### config.mk
export PLATFORM = sky130hd
export DESIGN_NAME = der_header_parser_core_flat
export DESIGN_NICKNAME = d
export VERILOG_FILES = /design/src/rtl/dhp_pkg.sv /design/src/rtl/dhp_ifs.sv /design/src/rtl/der_header_parser_core.sv /design/src/flat_wrapper.sv
export SDC_FILE = /design/constraint.sdc
export NUM_CORES = 1
export LEC_CHECK = 0
export BUFFER_PORTS_ARGS = -buffer_cell sky130_fd_sc_hd__buf_2
export CORE_UTILIZATION = 64
export DETAILED_ROUTE_END_ITERATION = 7
export PLACE_DENSITY = 0.95
export SYNTH_ARGS = -nofsm -noshare
export SYNTH_HDL_FRONTEND = slang
export SYNTH_SLANG_ARGS = --single-unit
export TNS_END_PERCENT = 10
### constraint.sdc
create_clock -name clk -period 12.8 [get_ports clk]
set_clock_uncertainty 0.15 [all_clocks]
set_input_delay 1.28 -clock clk [delete_from_list [all_inputs] [get_ports clk]]
set_output_delay 1.28 -clock clk [all_outputs]
set_load 0.05 [all_outputs]
### src/rtl/dhp_pkg.sv
// ----------------------------------------------------------------------------
// dhp_pkg
// Shared constants and result codes for the DER tag-length header parser.
// ----------------------------------------------------------------------------
package dhp_pkg;

	// Largest number of long-form length octets that are decoded
	localparam int unsigned MAX_LEN_OCTETS = 4;

	// Length accumulator width and the width used for the fit compare
	localparam int unsigned ACC_W = 8 * MAX_LEN_OCTETS;
	localparam int unsigned CMP_W = (ACC_W > 32) ? ACC_W : 32;

	// Field widths
	localparam int unsigned BYTE_W   = 8;
	localparam int unsigned BLEN_W   = 32;
	localparam int unsigned STATUS_W = 2;
	localparam int unsigned HLEN_W   = 8;
	localparam int unsigned VLEN_W   = 32;
	localparam int unsigned LEFT_W   = 7;

	// Reset value of the expected tag register (INTEGER)
	localparam logic [BYTE_W-1:0] TAG_RESET = 8'h02;

	// Result status codes
	typedef logic [STATUS_W-1:0] status_t;
	localparam status_t STATUS_OK       = 2'd0;
	localparam status_t STATUS_FAIL     = 2'd1;
	localparam status_t STATUS_TOO_MANY = 2'd2;

endpackage

### src/rtl/dhp_ifs.sv
// ----------------------------------------------------------------------------
// dhp_ifs
// Valid/ready channels of the header parser: byte requests, results and
// the expected-tag write channel.
// ----------------------------------------------------------------------------
interface dhp_byte_if import dhp_pkg::*; ();
	logic              valid;
	logic              ready;
	logic              start_req;
	logic [BYTE_W-1:0] data_byte;
	logic [BLEN_W-1:0] buffer_len;

	modport source (output valid, start_req, data_byte, buffer_len, input ready);
	modport sink   (input valid, start_req, data_byte, buffer_len, output ready);
	modport mon    (input valid, ready, start_req, data_byte, buffer_len);
endinterface

interface dhp_result_if import dhp_pkg::*; ();
	logic              valid;
	logic              ready;
	status_t           status;
	logic [HLEN_W-1:0] hdr_size;
	logic [VLEN_W-1:0] content_len;

	modport source (output valid, status, hdr_size, content_len, input ready);
	modport sink   (input valid, status, hdr_size, content_len, output ready);
	modport mon    (input valid, ready, status, hdr_size, content_len);
endinterface

interface dhp_cfg_if import dhp_pkg::*; ();
	logic              valid;
	logic              ready;
	logic [BYTE_W-1:0] expected_tag;

	modport source (output valid, expected_tag, input ready);
	modport sink   (input valid, expected_tag, output ready);
	modport mon    (input valid, ready, expected_tag);
endinterface

### src/rtl/der_header_parser_core.sv
// ----------------------------------------------------------------------------
// der_header_parser_core
// Decodes a DER tag-length header presented one byte per request.
// ----------------------------------------------------------------------------
// Usage
//   hdr_byte   : one request per header byte. start_req marks the tag byte,
//                which carries buffer_len, the bytes available in the buffer.
//                A start request abandons any header in progress.
//   hdr_result : at most one result per header: status (ok, parse failed,
//                too many length octets), hdr_size and content_len.
//   cfg        : writes expected_tag; always ready. Write it only while the
//                block is idle.
// Timing
//   A request enters the input register at its handshake and is decoded in
//   the following cycle; the result of the request that completes the header
//   is registered. Requests flow one per cycle unless a result stall holds them;
//   the decode is a single shift-insert, an add, a subtract and 32-bit compares.
// Reset and stalls
//   arst_n clears the decode state to idle, empties both registers and sets
//   expected_tag to 0x02. While a result waits for hdr_result.ready, requests
//   that yield no result keep flowing; one that yields a result is held in
//   the input register until the result register frees up.
// ----------------------------------------------------------------------------
module der_header_parser_core import dhp_pkg::*; (
	input  logic   clk,
	input  logic   arst_n,
	dhp_byte_if.sink     hdr_byte,
	dhp_result_if.source hdr_result,
	dhp_cfg_if.sink      cfg
);

	// Decode phases
	localparam logic [1:0] PH_IDLE       = 2'd0;
	localparam logic [1:0] PH_LEN_BYTE   = 2'd1;
	localparam logic [1:0] PH_LEN_OCTETS = 2'd2;

	// Configuration
	logic [BYTE_W-1:0] tag_q;

	// Input register
	logic              valid_s1;
	logic              start_s1;
	logic [BYTE_W-1:0] byte_s1;
	logic [BLEN_W-1:0] blen_s1;

	// Decode state
	logic [1:0]        phase_q;
	logic [LEFT_W-1:0] left_q;
	logic [HLEN_W-1:0] htotal_q;
	logic [ACC_W-1:0]  acc_q;
	logic [BLEN_W-1:0] avail_q;

	// Result register
	logic              res_valid_q;
	status_t           res_status_q;
	logic [HLEN_W-1:0] res_hlen_q;
	logic [VLEN_W-1:0] res_vlen_q;

	// Next-state values
	logic [1:0]        phase_d;
	logic [LEFT_W-1:0] left_d;
	logic [HLEN_W-1:0] htotal_d;
	logic [ACC_W-1:0]  acc_d;
	logic [BLEN_W-1:0] avail_d;
	logic              emit;
	status_t           emit_status;
	logic [HLEN_W-1:0] emit_hlen;
	logic [VLEN_W-1:0] emit_vlen;

	logic              do_finish;
	logic [LEFT_W-1:0] count;
	logic [HLEN_W-1:0] long_htotal;
	logic [BLEN_W-1:0] room;
	logic [CMP_W-1:0]  acc_ext;
	logic [CMP_W-1:0]  room_ext;
	logic              advance;

	assign cfg.ready = 1'b1;

	// Move on when the request needs no result slot, or the slot is free.
	assign advance        = valid_s1 & (~emit | ~res_valid_q | hdr_result.ready);
	assign hdr_byte.ready = ~valid_s1 | advance;

	assign count       = byte_s1[LEFT_W-1:0];
	assign long_htotal = HLEN_W'(2) + HLEN_W'(count);

	// Decode one request against the current state
	always_comb begin
		phase_d     = phase_q;
		left_d      = left_q;
		htotal_d    = htotal_q;
		acc_d       = acc_q;
		avail_d     = avail_q;
		emit        = 1'b0;
		emit_status = STATUS_OK;
		emit_hlen   = '0;
		emit_vlen   = '0;
		do_finish   = 1'b0;

		if (start_s1) begin
			// Tag byte: restart from scratch, check tag and minimum buffer
			avail_d  = blen_s1;
			left_d   = '0;
			htotal_d = '0;
			acc_d    = '0;
			if ((blen_s1 < BLEN_W'(2)) || (byte_s1 != tag_q)) begin
				emit        = 1'b1;
				emit_status = STATUS_FAIL;
				phase_d     = PH_IDLE;
			end else begin
				phase_d = PH_LEN_BYTE;
			end
		end else begin
			case (phase_q)
				PH_LEN_BYTE: begin
					if (!byte_s1[7]) begin
						// Short form: the length sits in the low seven bits
						htotal_d  = HLEN_W'(2);
						acc_d     = ACC_W'(byte_s1[6:0]);
						do_finish = 1'b1;
					end else begin
						htotal_d = long_htotal;
						acc_d    = '0;
						if (BLEN_W'(long_htotal) > avail_q) begin
							emit        = 1'b1;
							emit_status = STATUS_FAIL;
							phase_d     = PH_IDLE;
						end else if (32'(count) > MAX_LEN_OCTETS) begin
							emit        = 1'b1;
							emit_status = STATUS_TOO_MANY;
							emit_hlen   = long_htotal;
							phase_d     = PH_IDLE;
						end else if (count == '0) begin
							do_finish = 1'b1;
						end else begin
							left_d  = count;
							phase_d = PH_LEN_OCTETS;
						end
					end
				end
				PH_LEN_OCTETS: begin
					// Insert the next octet, most significant first
					acc_d  = ACC_W'({acc_q, byte_s1});
					left_d = left_q - LEFT_W'(1);
					if (left_d == '0) begin
						do_finish = 1'b1;
					end
				end
				default: begin
					// Drop stray bytes while idle
				end
			endcase
		end

		// Fit check: header plus value must lie within the buffer
		room     = avail_q - BLEN_W'(htotal_d);
		acc_ext  = CMP_W'(acc_d);
		room_ext = CMP_W'(room);
		if (do_finish) begin
			emit    = 1'b1;
			phase_d = PH_IDLE;
			if (acc_ext > room_ext) begin
				emit_status = STATUS_FAIL;
			end else begin
				emit_status = STATUS_OK;
				emit_hlen   = htotal_d;
				emit_vlen   = acc_ext[VLEN_W-1:0];
			end
		end
	end

	// Configuration register
	always_ff @(posedge clk or negedge arst_n) begin
		if (!arst_n) begin
			tag_q <= TAG_RESET;
		end else if (cfg.valid) begin
			tag_q <= cfg.expected_tag;
		end
	end

	// Input register control
	always_ff @(posedge clk or negedge arst_n) begin
		if (!arst_n) begin
			valid_s1 <= 1'b0;
		end else if (hdr_byte.ready) begin
			valid_s1 <= hdr_byte.valid;
		end
	end

	// Input register payload
	always_ff @(posedge clk) begin
		if (hdr_byte.valid && hdr_byte.ready) begin
			start_s1 <= hdr_byte.start_req;
			byte_s1  <= hdr_byte.data_byte;
			blen_s1  <= hdr_byte.buffer_len;
		end
	end

	// Decode state
	always_ff @(posedge clk or negedge arst_n) begin
		if (!arst_n) begin
			phase_q  <= PH_IDLE;
			left_q   <= '0;
			htotal_q <= '0;
			acc_q    <= '0;
			avail_q  <= '0;
		end else if (advance) begin
			phase_q  <= phase_d;
			left_q   <= left_d;
			htotal_q <= htotal_d;
			acc_q    <= acc_d;
			avail_q  <= avail_d;
		end
	end

	// Result register: hold until taken
	always_ff @(posedge clk or negedge arst_n) begin
		if (!arst_n) begin
			res_valid_q <= 1'b0;
		end else if (advance && emit) begin
			res_valid_q <= 1'b1;
		end else if (hdr_result.ready) begin
			res_valid_q <= 1'b0;
		end
	end

	always_ff @(posedge clk) begin
		if (advance && emit) begin
			res_status_q <= emit_status;
			res_hlen_q   <= emit_hlen;
			res_vlen_q   <= emit_vlen;
		end
	end

	assign hdr_result.valid       = res_valid_q;
	assign hdr_result.status      = res_status_q;
	assign hdr_result.hdr_size    = res_hlen_q;
	assign hdr_result.content_len = res_vlen_q;

endmodule

### src/flat_wrapper.sv
// flat-port wrapper written by rule: the top's interface ports become plain ports
module der_header_parser_core_flat import dhp_pkg::*;
  (clk, arst_n, hdr_byte_valid, hdr_byte_start_req, hdr_byte_data_byte, hdr_byte_buffer_len, hdr_byte_ready, hdr_result_valid, hdr_result_status, hdr_result_hdr_size, hdr_result_content_len, hdr_result_ready, cfg_valid, cfg_expected_tag, cfg_ready);
  dhp_byte_if hdr_byte_i ();
  dhp_result_if hdr_result_i ();
  dhp_cfg_if cfg_i ();
  input  logic clk;
  input  logic arst_n;
  input wire logic [$bits(hdr_byte_i.valid)-1:0] hdr_byte_valid;
  input wire logic [$bits(hdr_byte_i.start_req)-1:0] hdr_byte_start_req;
  input wire logic [$bits(hdr_byte_i.data_byte)-1:0] hdr_byte_data_byte;
  input wire logic [$bits(hdr_byte_i.buffer_len)-1:0] hdr_byte_buffer_len;
  output wire logic [$bits(hdr_byte_i.ready)-1:0] hdr_byte_ready;
  output wire logic [$bits(hdr_result_i.valid)-1:0] hdr_result_valid;
  output wire logic [$bits(hdr_result_i.status)-1:0] hdr_result_status;
  output wire logic [$bits(hdr_result_i.hdr_size)-1:0] hdr_result_hdr_size;
  output wire logic [$bits(hdr_result_i.content_len)-1:0] hdr_result_content_len;
  input wire logic [$bits(hdr_result_i.ready)-1:0] hdr_result_ready;
  input wire logic [$bits(cfg_i.valid)-1:0] cfg_valid;
  input wire logic [$bits(cfg_i.expected_tag)-1:0] cfg_expected_tag;
  output wire logic [$bits(cfg_i.ready)-1:0] cfg_ready;
  assign hdr_byte_i.valid = hdr_byte_valid;
  assign hdr_byte_i.start_req = hdr_byte_start_req;
  assign hdr_byte_i.data_byte = hdr_byte_data_byte;
  assign hdr_byte_i.buffer_len = hdr_byte_buffer_len;
  assign hdr_byte_ready = hdr_byte_i.ready;
  assign hdr_result_valid = hdr_result_i.valid;
  assign hdr_result_status = hdr_result_i.status;
  assign hdr_result_hdr_size = hdr_result_i.hdr_size;
  assign hdr_result_content_len = hdr_result_i.content_len;
  assign hdr_result_i.ready = hdr_result_ready;
  assign cfg_i.valid = cfg_valid;
  assign cfg_i.expected_tag = cfg_expected_tag;
  assign cfg_ready = cfg_i.ready;
  der_header_parser_core u_core (.clk(clk), .arst_n(arst_n), .hdr_byte(hdr_byte_i), .hdr_result(hdr_result_i), .cfg(cfg_i));
endmodule
==> results.py, run 1 <==
metrics = {
    "status": {
        "outcome": "finished clean",
    },
    "die": {
        "area_of_the_die_mm2": 0.01481,
        "die_height_um": 121.7,
        "fp.dieW_um": 121.7,
        "ios": 99,
        "rows": 43,
        "floorplan.initialDensity_pct": 65.81,
        "area_of_the_placeable_core_mm2": 0.01393,
    },
    "cts": {
        "ctsHoldBuffers": 0,
        "cts.clk_slew.worst_paths_ns": 0.06,
        "tritoncts": "done",
        "post_cts_resize_count": 0,
        "cts-buffers-inserted": 17,
        "clock-root-buffer": "sky130_fd_sc_hd__clkbuf_16",
        "cts.sinks": 174,
        "clock_tree.htree_level_count": 4,
        "worst_skew_pair.late_latency_ns": 0.44,
        "cts_setup_buffers": 0,
        "clock_path_buffers": 2,
    },
    "run": {
        "max_cap_viol_count": 0,
    },
    "critical_path": {
        "critPathRequiredTime_ns": 12.80,
        "critPathArrivalTime_ns": 6.39,
        "critical_r2r_capture": "u_core.hdr_result.hdr_size[7]",
        "r2r_slack_ns": 6.42,
        "biggest_fanout_along_the_worst_timing_path": 41,
        "worst-r2r-cell-count": 26,
        "crit_path_end_kind": "flop",
        "kind_of_start_point_of_the_critical_path": "flop",
        "worstReg2RegStart": "u_core.phase_q[1]",
        "type_of_the_worst_setup_path": "reg2reg",
    },
    "timing": {
        "worst_pin_slew_ns": 1.146,
        "timing.slew.headroom_pct": 23.45,
        "report.final.hold_viol_count": 0,
        "fin_ws_ns": 6.415,
        "timing_limited_maximum_frequency_mhz": 156.6,
        "rsz0062_at_grt": "false",
        "final.period_utilization_pct": 49.88,
        "tns_ns": 0,
        "timing.final.setup_violations": 0,
        "period_minus_slack_ns": 6.385,
        "finalMaxSlewViolations": 0,
    },
    "hold_path": {
        "min_path_cells": 1,
        "min_from": "u_core.blen_s1[0]",
        "min_delay_worst_endpoint": "u_core.avail_q[0]",
        "hold_path.class": "reg2reg",
    },
    "grt": {
        "number_of_antenna_violations_at_the_first_check_in_global_routing": 0,
        "largest_net_degree_at_the_start_of_global_routing": 90,
        "grt_pass1_vias": 6507,
        "grtUsageTotal_pct": 29.19,
        "grt.overflow.total": 0,
        "wire_length_of_the_first_global_routing_pass_mm": 32.55,
    },
    "finish": {
        "fill_cells": 897,
        "nNetsFinal": 1018,
        "syn2layout_area_growth_pct": 11.99,
        "finalCoreUtilization_pct": 73.70,
        "antenna-diode-count": 0,
        "share_of_cells_above_drive_strength_1_pct": 20.04,
        "final_cell_area_mm2": 0.01027,
    },
    "power": {
        "seqPwrFrac_pct": 48.3,
        "power.share.switching_pct": 27.58,
        "power_switching_uw": 386.0,
        "pwr_dens_mw_per_mm2": 136.3,
        "share_comb_of_total_power_pct": 16.5,
        "pwr-share-clk_pct": 35.2,
        "leakage_uw": 0.004657,
        "max-vdd-ir-drop_mv": 0.1041,
        "cellInternalPower_uw": 1013,
        "total_power_uw": 1399,
    },
    "route": {
        "routed_len_inst_um": 18.27,
        "routed_via_density": 6.133,
        "totalWireLength_mm": 20.15,
        "detail_route.first_pass.iterations": 5,
        "routed-via-count": 6765,
        "post_route_drc_violation_count": 0,
        "detailedRoute.firstIterationViolations": 753,
        "drt.antenna.violating_nets": 0,
    },
    "synthesis": {
        "portion_of_the_post_synthesis_area_used_by_sequential_elements_pct": 52.03,
        "yosysMostFrequentCell": "sky130_fd_sc_hd__dfrtp_1",
        "synth_common_cells": "90 x sky130_fd_sc_hd__dfrtp_1, 83 x sky130_fd_sc_hd__edfxtp_1, 71 x sky130_fd_sc_hd__nand2_1",
        "post_synth_inst_count": 826,
        "synthArstFlopShare_pct": 52.30,
        "ys_warns": 0,
        "synth_largest_area_cell": "sky130_fd_sc_hd__edfxtp_1",
        "netlist.area_leader.share_pct": 27.18,
        "syn_nets": 934,
        "synth_edf_count": 83,
        "syn-mean-instance-area_um2": 11.10,
        "yosys_register_bits": 174,
        "synth.distinct_cells": 62,
        "ys.flop_type": "sky130_fd_sc_hd__dfrtp_1",
        "synthesis.area_mm2": 0.009170,
        "yosys-top-cells-area": "sky130_fd_sc_hd__edfxtp_1 27%, sky130_fd_sc_hd__dfrtp_1 25%, sky130_fd_sc_hd__ha_1 7.2%",
    },
    "placed_design": {
        "gp_routability_congestion": 0.9390,
        "number_of_buffers_added_on_ports": 97,
        "placed_area_mm2": 0.009714,
        "detailed_placer_s_ending_hpwl_mm": 14.00,
        "place_worst_setup_slack_ns": 6.494,
    },
}
placed cells by master (no fill, tap or decap), drive strengths merged, types with 19 or more instances in the layout:
cell type	instances
a22oi	32
buf	103
clkbuf	20
dfrtp	90
edfxtp	83
ha	53
inv	65
mux2	40
nand2	71
nand3	21
nor2	58
nor4	19
o21ai	64
xor2	29
layout make-up:
cell class                 instances  area, µm²  area share, %
timing repair buffer             103      533.0          5.190
clock inverter                    12      118.9          1.157
multi-input combinational        550       3945          38.41
clock buffer                      20      436.7          4.252
sequential                       174       4771          46.45
tap                              180      225.2          2.193
inverter                          64      240.2          2.339
metrics by stage:
stage / hold slack, ns / instances
2_1_floorplan: 0.2998 / 826
3_3_place_gp: 0.3129 / 1071
3_5_place_dp: 0.3246 / 1071
4_1_cts: 0.3389 / 1103
5_1_grt: 0.3497 / 1103
6_report: 0.3363 / 1103
power by group through the flow:
stage | Sequential (µW) | Clock (µW) | Combinational (µW)
floorplan | 686 | 0 | 160
detailed placement | 684 | 0 | 226
global route | 679 | 519 | 256
finish | 676 | 492 | 232
global placement | 681 | 0 | 215
CTS | 674 | 497 | 231
worst max-delay path, cell delays in order (launching register included):
cell,delay (ns)
sky130_fd_sc_hd__dfrtp_1,0.40
sky130_fd_sc_hd__inv_1,0.07
sky130_fd_sc_hd__ha_1,0.53
sky130_fd_sc_hd__nand3_1,0.14
sky130_fd_sc_hd__a21oi_1,0.22
sky130_fd_sc_hd__ha_1,0.20
sky130_fd_sc_hd__inv_1,0.06
sky130_fd_sc_hd__fa_1,0.41
sky130_fd_sc_hd__a21o_1,0.18
sky130_fd_sc_hd__a21oi_1,0.23
sky130_fd_sc_hd__o21bai_1,0.09
sky130_fd_sc_hd__a21oi_1,0.22
sky130_fd_sc_hd__nor2b_1,0.09
sky130_fd_sc_hd__o21a_1,0.21
sky130_fd_sc_hd__nor3b_1,0.56
sky130_fd_sc_hd__nand3b_1,0.16
sky130_fd_sc_hd__xor2_1,0.17
sky130_fd_sc_hd__ha_1,0.30
sky130_fd_sc_hd__nand4_1,0.13
sky130_fd_sc_hd__nor2_1,0.18
sky130_fd_sc_hd__nand3_1,0.12
sky130_fd_sc_hd__nor3_1,0.25
sky130_fd_sc_hd__o21ai_0,0.13
sky130_fd_sc_hd__a22o_1,0.24
sky130_fd_sc_hd__nand2_1,0.06
sky130_fd_sc_hd__buf_4,0.40
sky130_fd_sc_hd__o22ai_1,0.17
sequential cells by signal, summed over array words and instances (netlist names), 2 cells and up:
name and flops:
u_core.acc_q 32, u_core.avail_q 32, u_core.blen_s1 32, u_core.byte_s1 8, u_core.hdr_result.content_len 32, u_core.hdr_result.hdr_size 8, u_core.hdr_result.status 2, u_core.htotal_q 8
u_core.left_q 7, u_core.phase_q 2, u_core.tag_q 8
how the worst max path moves through the flow:
stage / from / endpoint / cells after the start
final: u_core.phase_q[1] / u_core.hdr_result.hdr_size[7] / 26
after CTS: u_core.phase_q[1] / u_core.hdr_result.hdr_size[7] / 26
after floorplan: u_core.phase_q[1] / u_core.hdr_result.status[0] / 28
after global placement: u_core.phase_q[1] / u_core.hdr_result.hdr_size[1] / 26
after global routing: u_core.phase_q[1] / u_core.hdr_result.hdr_size[7] / 26
after detailed placement: u_core.phase_q[1] / u_core.hdr_result.hdr_size[7] / 26
routing by layer:
| layer | vias up | routed length, µm | global-route usage, % |
|---|---|---|---|
| met4 | 0 | 750 | 12.81 |
| met2 | 363 | 9712 | 47.30 |
| li1 | 3131 | - | - |
| met1 | 3201 | 8027 | 38.13 |
| met3 | 70 | 1663 | 6.039 |
| met5 | - | 0 | 0 |
kinds of logic (layout without fill, tap and decap cells):
logic type	Yosys count	in the layout	synth area share (%)
AO/OA/AOI/OAI	168	168	11.95
XOR/XNOR	41	41	3.916
adder cells (fa/ha/maj)	54	54	7.450
buffers and inverters	102	199	5.076
flip-flops	174	174	52.03
multiplexers	47	47	6.863
other	1	1	0.04089
AND/OR/NAND/NOR	239	239	12.68
(Power assumes the default switching activity.)
==> run 2, diff against run 1 <==
Settings changed: CORE_UTILIZATION 64 to 54, PLACE_DENSITY 0.95 to 0.88.
Clock period 12.8 ns to 5.6 ns, I/O delays scaled along.
==> run 2 against run 1 <==
Sequential share of layout area down 1.3 points. Utilization decreased by 10 points. Highest routed layer is now met5. Flip-flop and latch count unchanged. First-iteration DRC count decreased by 10%. Worst setup slack worse by 6.1 ns.
==> results.py, run 2 (same netlist as run 1, synthesis figures left out) <==
metrics = {
    "status": {
        "outcome": "finished clean",
    },
    "finish": {
        "regArea_mm2": 0.004771,
        "multi_input_comb_area_mm2": 0.003975,
        "nNetsFinal": 1040,
        "fill_cells": 1276,
        "most-common-layout-cells": "96 x sky130_fd_sc_hd__buf_2, 90 x sky130_fd_sc_hd__dfrtp_1, 83 x sky130_fd_sc_hd__edfxtp_1",
        "finalCoreUtilization_pct": 63.66,
        "final_cell_area_mm2": 0.01056,
        "share_of_cells_above_drive_strength_1_pct": 23.28,
        "antenna-diode-count": 0,
        "syn2layout_area_growth_pct": 15.13,
        "layout.cells.most_common": "sky130_fd_sc_hd__buf_2",
    },
    "power": {
        "leakage_uw": 0.004785,
        "pwr_dens_mw_per_mm2": 303.2,
        "total_power_uw": 3201,
        "max-vdd-ir-drop_mv": 0.2349,
    },
    "timing": {
        "timing.final.setup_violations": 0,
        "finalMaxSlewViolations": 0,
        "worst_pin_slew_ns": 1.011,
        "period_minus_slack_ns": 5.314,
        "timing.slew.headroom_pct": 32.62,
        "report.final.hold_viol_count": 0,
        "final.period_utilization_pct": 94.90,
        "timing_limited_maximum_frequency_mhz": 188.2,
    },
    "critical_path": {
        "critPathRequiredTime_ns": 5.65,
        "path_length_in_cells_of_the_critical_path": 28,
        "r2r_slack_ns": 0.29,
        "kind_of_start_point_of_the_critical_path": "flop",
        "worst_path_most_repeated_cell": "sky130_fd_sc_hd__a21o_1",
        "critPathArrivalTime_ns": 5.36,
        "worstReg2RegStart": "u_core.phase_q[1]",
        "startpoint": "u_core.phase_q[1]",
        "worst-r2r-cell-count": 28,
        "type_of_the_worst_setup_path": "reg2reg",
        "path_delay_family": "compound AO/OA/AOI/OAI gates",
        "crit_path_end_kind": "flop",
        "path_buf_inv": 4,
        "critical_path.slowest_cell": "sky130_fd_sc_hd__fa_1",
        "critical_r2r_capture": "u_core.hdr_result.status[0]",
        "biggest_fanout_along_the_worst_timing_path": 20,
        "endpoint": "u_core.hdr_result.status[0]",
        "slowest_delay_ns": 0.40,
    },
    "placed_design": {
        "number_of_buffers_added_on_ports": 97,
        "placed_area_mm2": 0.009920,
        "gp_routability_congestion": 0.9225,
        "detailed_placer_s_ending_hpwl_mm": 14.17,
    },
    "grt": {
        "largest_net_degree_at_the_start_of_global_routing": 91,
        "wire_length_of_the_first_global_routing_pass_mm": 31.35,
        "number_of_antenna_violations_at_the_first_check_in_global_routing": 1,
        "grt_pass1_vias": 6294,
        "grt.overflow.total": 0,
        "grtUsageTotal_pct": 23.07,
    },
    "route": {
        "detailedRoute.firstIterationViolations": 677,
        "detail_route.first_pass.iterations": 6,
        "routed-via-count": 6631,
        "drt.antenna.violating_nets": 0,
        "totalWireLength_mm": 19.56,
        "routed_via_density": 5.692,
        "post_route_drc_violation_count": 0,
        "routed_len_inst_um": 16.79,
    },
    "die": {
        "die_height_um": 132.3,
        "ios": 99,
        "fp.dieW_um": 132.3,
        "area_of_the_die_mm2": 0.01751,
        "rows": 47,
        "area_of_the_placeable_core_mm2": 0.01658,
        "floorplan.initialDensity_pct": 55.30,
    },
    "run": {
        "max_cap_viol_count": 0,
    },
    "cts": {
        "worst_skew_pair.late_latency_ns": 0.44,
        "clock_tree.htree_level_count": 4,
        "cts-buffers-inserted": 17,
        "clock_path_buffers": 2,
        "cts.sinks": 174,
        "cts.clk_slew.worst_paths_ns": 0.07,
        "tritoncts": "done",
        "clock-root-buffer": "sky130_fd_sc_hd__clkbuf_16",
    },
    "hold_path": {
        "hold_path.class": "in2reg",
    },
}
run 2: layer usage:
| layer | vias to the layer above | wire length (µm) | track usage, % |
|---|---|---|---|
| met3 | 57 | 1471 | 5.652 |
| met2 | 318 | 8777 | 34.51 |
| met5 | - | 13 | 0 |
| li1 | 3170 | - | - |
| met1 | 3084 | 8653 | 31.79 |
| met4 | 2 | 640 | 10.79 |
run 2: metrics by stage:
step                      TNS [ns]  hold slack [ns]  std cells  worst slack (ns)
after floorplan                  0           0.1144        826           0.07590
after global placement           0           0.2684       1130            0.3684
after detailed placement         0           0.2701       1130            0.1572
after CTS                        0           0.1335       1163           0.09053
after global routing      -0.07778           0.1233       1165          -0.02356
final                            0           0.1451       1165            0.2857
run 2: layout make-up:
cell class | instances | area share [%]
inverters | 64 | 2.275
clock inverters | 12 | 0.9244
clock buffers | 20 | 4.432
well taps | 220 | 2.607
multi-input cells | 550 | 37.65
flip-flops and latches | 174 | 45.19
repair buffers | 125 | 6.921
run 2: worst min path at each step:
stage          cells after the start                    start                  to
2_1_floorplan                      0                   arst_n     u_core.acc_q[0]
3_3_place_gp                       1                   arst_n     u_core.tag_q[3]
3_5_place_dp                       1                   arst_n     u_core.tag_q[3]
4_1_cts                            1  hdr_byte_buffer_len[24]  u_core.blen_s1[24]
5_1_grt                            1  hdr_byte_buffer_len[12]  u_core.blen_s1[12]
6_report                           1  hdr_byte_buffer_len[12]  u_core.blen_s1[12]
run 2: power by group:
part           internal, µW  leakage, µW  total [µW]  switching (µW)
sequential             1440      0.00199        1530            94.2
combinational           239      0.00252         547             308
clock                   615     0.000273        1120             509
run 2: what timing repair did:
item,CTS,global route
hold buffers,1,0
hold endpoints to repair,12,0
gates resized for setup,0,11
endpoints found under the setup margin,0,41
buffers inserted,0,1
==> run 3, diff against run 2 <==
Settings changed: REMOVE_ABC_BUFFERS from default to 1.
==> run 3 against run 2 <==
Clock power about the same. Sequential share of layout area decreased by 0.12 points. Non-clock buffer count up 2. Critical path depth shrank 4. Sequential power hardly changed. First-iteration DRC count is 6.6% higher. Via count is essentially flat. Register-to-register slack worse by 0.08 ns. Combinational power rose by 0.9%. Wire length is 1.9% higher. Critical path type unchanged.
==> results.py, run 3 (same netlist as run 1, synthesis figures left out) <==
metrics = {
    "cts": {
        "cts.clk_slew.worst_paths_ns": 0.07,
        "cts-buffers-inserted": 17,
        "clock-root-buffer": "sky130_fd_sc_hd__clkbuf_16",
        "worst_skew_pair.late_latency_ns": 0.43,
        "cts.sinks": 174,
        "tritoncts": "done",
        "clock_path_buffers": 2,
        "clock_tree.htree_level_count": 4,
    },
    "power": {
        "power_switching_uw": 909.2,
        "pwr-share-clk_pct": 35.1,
        "share_comb_of_total_power_pct": 17.2,
        "leakage_uw": 0.004784,
        "cellInternalPower_uw": 2302,
        "max-vdd-ir-drop_mv": 0.3158,
        "power.share.switching_pct": 28.31,
        "pwr_dens_mw_per_mm2": 303.4,
        "seqPwrFrac_pct": 47.7,
    },
    "finish": {
        "layout.cells.most_common": "sky130_fd_sc_hd__buf_2",
        "final_cell_area_mm2": 0.01059,
        "syn2layout_area_growth_pct": 15.45,
        "share_of_cells_above_drive_strength_1_pct": 23.55,
        "antenna-diode-count": 0,
        "most-common-layout-cells": "96 x sky130_fd_sc_hd__buf_2, 90 x sky130_fd_sc_hd__dfrtp_1, 83 x sky130_fd_sc_hd__edfxtp_1",
        "finalCoreUtilization_pct": 63.84,
        "nNetsFinal": 1042,
    },
    "hold_path": {
        "min_path_cells": 1,
        "hold_path.class": "in2reg",
    },
    "critical_path": {
        "cp_cell_sequence": "inv_1 -> ha_2 -> nand2b_1 -> a21oi_2 -> ha_1 -> inv_1 -> fa_1 -> a21o_1 -> a21oi_2 -> o21bai_1 -> a21oi_2 -> nor2b_1 -> a21o_1 -> a2111oi_1 -> xnor2_1 -> ha_1 -> nand4_1 -> or3_1 -> o21ai_0 -> o21ai_0 -> a22o_1 -> nand2_2 -> buf_12 -> mux2i_1",
        "slowest_delay_ns": 0.45,
        "kind_of_start_point_of_the_critical_path": "flop",
        "path_length_in_cells_of_the_critical_path": 24,
        "worst_path_most_repeated_cell": "sky130_fd_sc_hd__a21oi_2",
        "crit_path_end_kind": "flop",
        "type_of_the_worst_setup_path": "reg2reg",
        "r2r_slack_ns": 0.20,
        "critPathRequiredTime_ns": 5.72,
        "path_delay_family": "compound AO/OA/AOI/OAI gates",
        "path_buf_inv": 3,
        "worst-r2r-cell-count": 24,
        "critPathArrivalTime_ns": 5.51,
        "biggest_fanout_along_the_worst_timing_path": 21,
        "critical_path.slowest_cell": "sky130_fd_sc_hd__a2111oi_1",
    },
    "route": {
        "routed-via-count": 6628,
        "routed_via_density": 5.680,
        "detailedRoute.firstIterationViolations": 722,
        "drt.antenna.violating_nets": 0,
        "routed_len_inst_um": 17.08,
        "detail_route.first_pass.iterations": 5,
        "totalWireLength_mm": 19.93,
        "post_route_drc_violation_count": 0,
    },
    "run": {
        "max_cap_viol_count": 0,
    },
    "timing": {
        "finalMaxSlewViolations": 0,
        "timing_limited_maximum_frequency_mhz": 185.3,
        "fin_ws_ns": 0.2036,
        "period_minus_slack_ns": 5.396,
        "final.period_utilization_pct": 96.37,
        "report.final.hold_viol_count": 0,
        "timing.slew.headroom_pct": 37.44,
        "timing.final.setup_violations": 0,
        "worst_pin_slew_ns": 0.9313,
    },
    "grt": {
        "grtUsageTotal_pct": 23.55,
        "number_of_antenna_violations_at_the_first_check_in_global_routing": 0,
        "wire_length_of_the_first_global_routing_pass_mm": 32.26,
        "largest_net_degree_at_the_start_of_global_routing": 90,
        "grt_pass1_vias": 6448,
        "grt.overflow.total": 0,
    },
    "status": {
        "outcome": "finished clean",
    },
    "placed_design": {
        "detailed_placer_s_ending_hpwl_mm": 14.43,
        "gp_routability_congestion": 0.8864,
        "placed_area_mm2": 0.009897,
        "place_worst_setup_slack_ns": 0.1484,
        "number_of_buffers_added_on_ports": 97,
    },
    "die": {
        "floorplan.initialDensity_pct": 55.30,
        "area_of_the_placeable_core_mm2": 0.01658,
        "die_height_um": 132.3,
        "ios": 99,
        "fp.dieW_um": 132.3,
        "rows": 47,
        "area_of_the_die_mm2": 0.01751,
    },
}
==> run 3: repair_timing <==
| item | in CTS | in global routing |
|---|---|---|
| buffers inserted | 0 | 6 |
| hold buffers | 1 | 0 |
| endpoints found under the setup margin | 0 | 41 |
| endpoints found under the hold margin | 35 | 0 |
| resized for setup | 0 | 11 |
==> run 3: final cells by class <==
class / count / area, µm²
Tap cell: 220 / 275.3
Sequential cell: 174 / 4771
Multi-Input combinational cell: 550 / 3991
Clock buffer: 18 / 429.2
Inverter: 64 / 240.2
Fill cell: 1238 / 5997
Clock inverter: 14 / 133.9
Timing Repair Buffer: 127 / 745.7
==> run 3: power groups by stage <==
stage | combinational [µW] | sequential, µW | clock (µW)
after floorplan | 345 | 1570 | 0
after global placement | 508 | 1550 | 0
after detailed placement | 530 | 1550 | 0
after CTS | 533 | 1530 | 1140
after global routing | 610 | 1540 | 1200
final | 552 | 1530 | 1130
==> run 3: layer usage <==
metal | global-route usage, % | vias up | routed length [µm]
met4 | 8.493 | 0 | 338
li1 | - | 3170 | -
met5 | 0 | - | 0
met2 | 38.39 | 275 | 9571
met1 | 31.30 | 3159 | 8697
met3 | 4.844 | 24 | 1325
==> run 3: through the flow <==
step                cells  hold slack (ns)  power, µW  TNS [ns]
floorplan             788           0.1144       1917    -19.44
global placement     1127           0.3127       2057         0
detailed placement   1127           0.3208       2085         0
CTS                  1160           0.1328       3207         0
global route         1167           0.1305       3357  -0.05584
finish               1167           0.1489       3212         0
==> run 3: worst paths after layout <==
check | start | to
worst max-delay path | u_core.phase_q[1] | u_core.hdr_result.hdr_size[4]
worst min-delay path | hdr_byte_data_byte[5] | u_core.byte_s1[5]
worst max register to register | u_core.phase_q[1] | u_core.hdr_result.hdr_size[4]
worst min register to register | u_core.blen_s1[0] | u_core.avail_q[0]
max in group asynchronous | arst_n | u_core.acc_q[26]
min in group asynchronous | arst_n | u_core.tag_q[7]
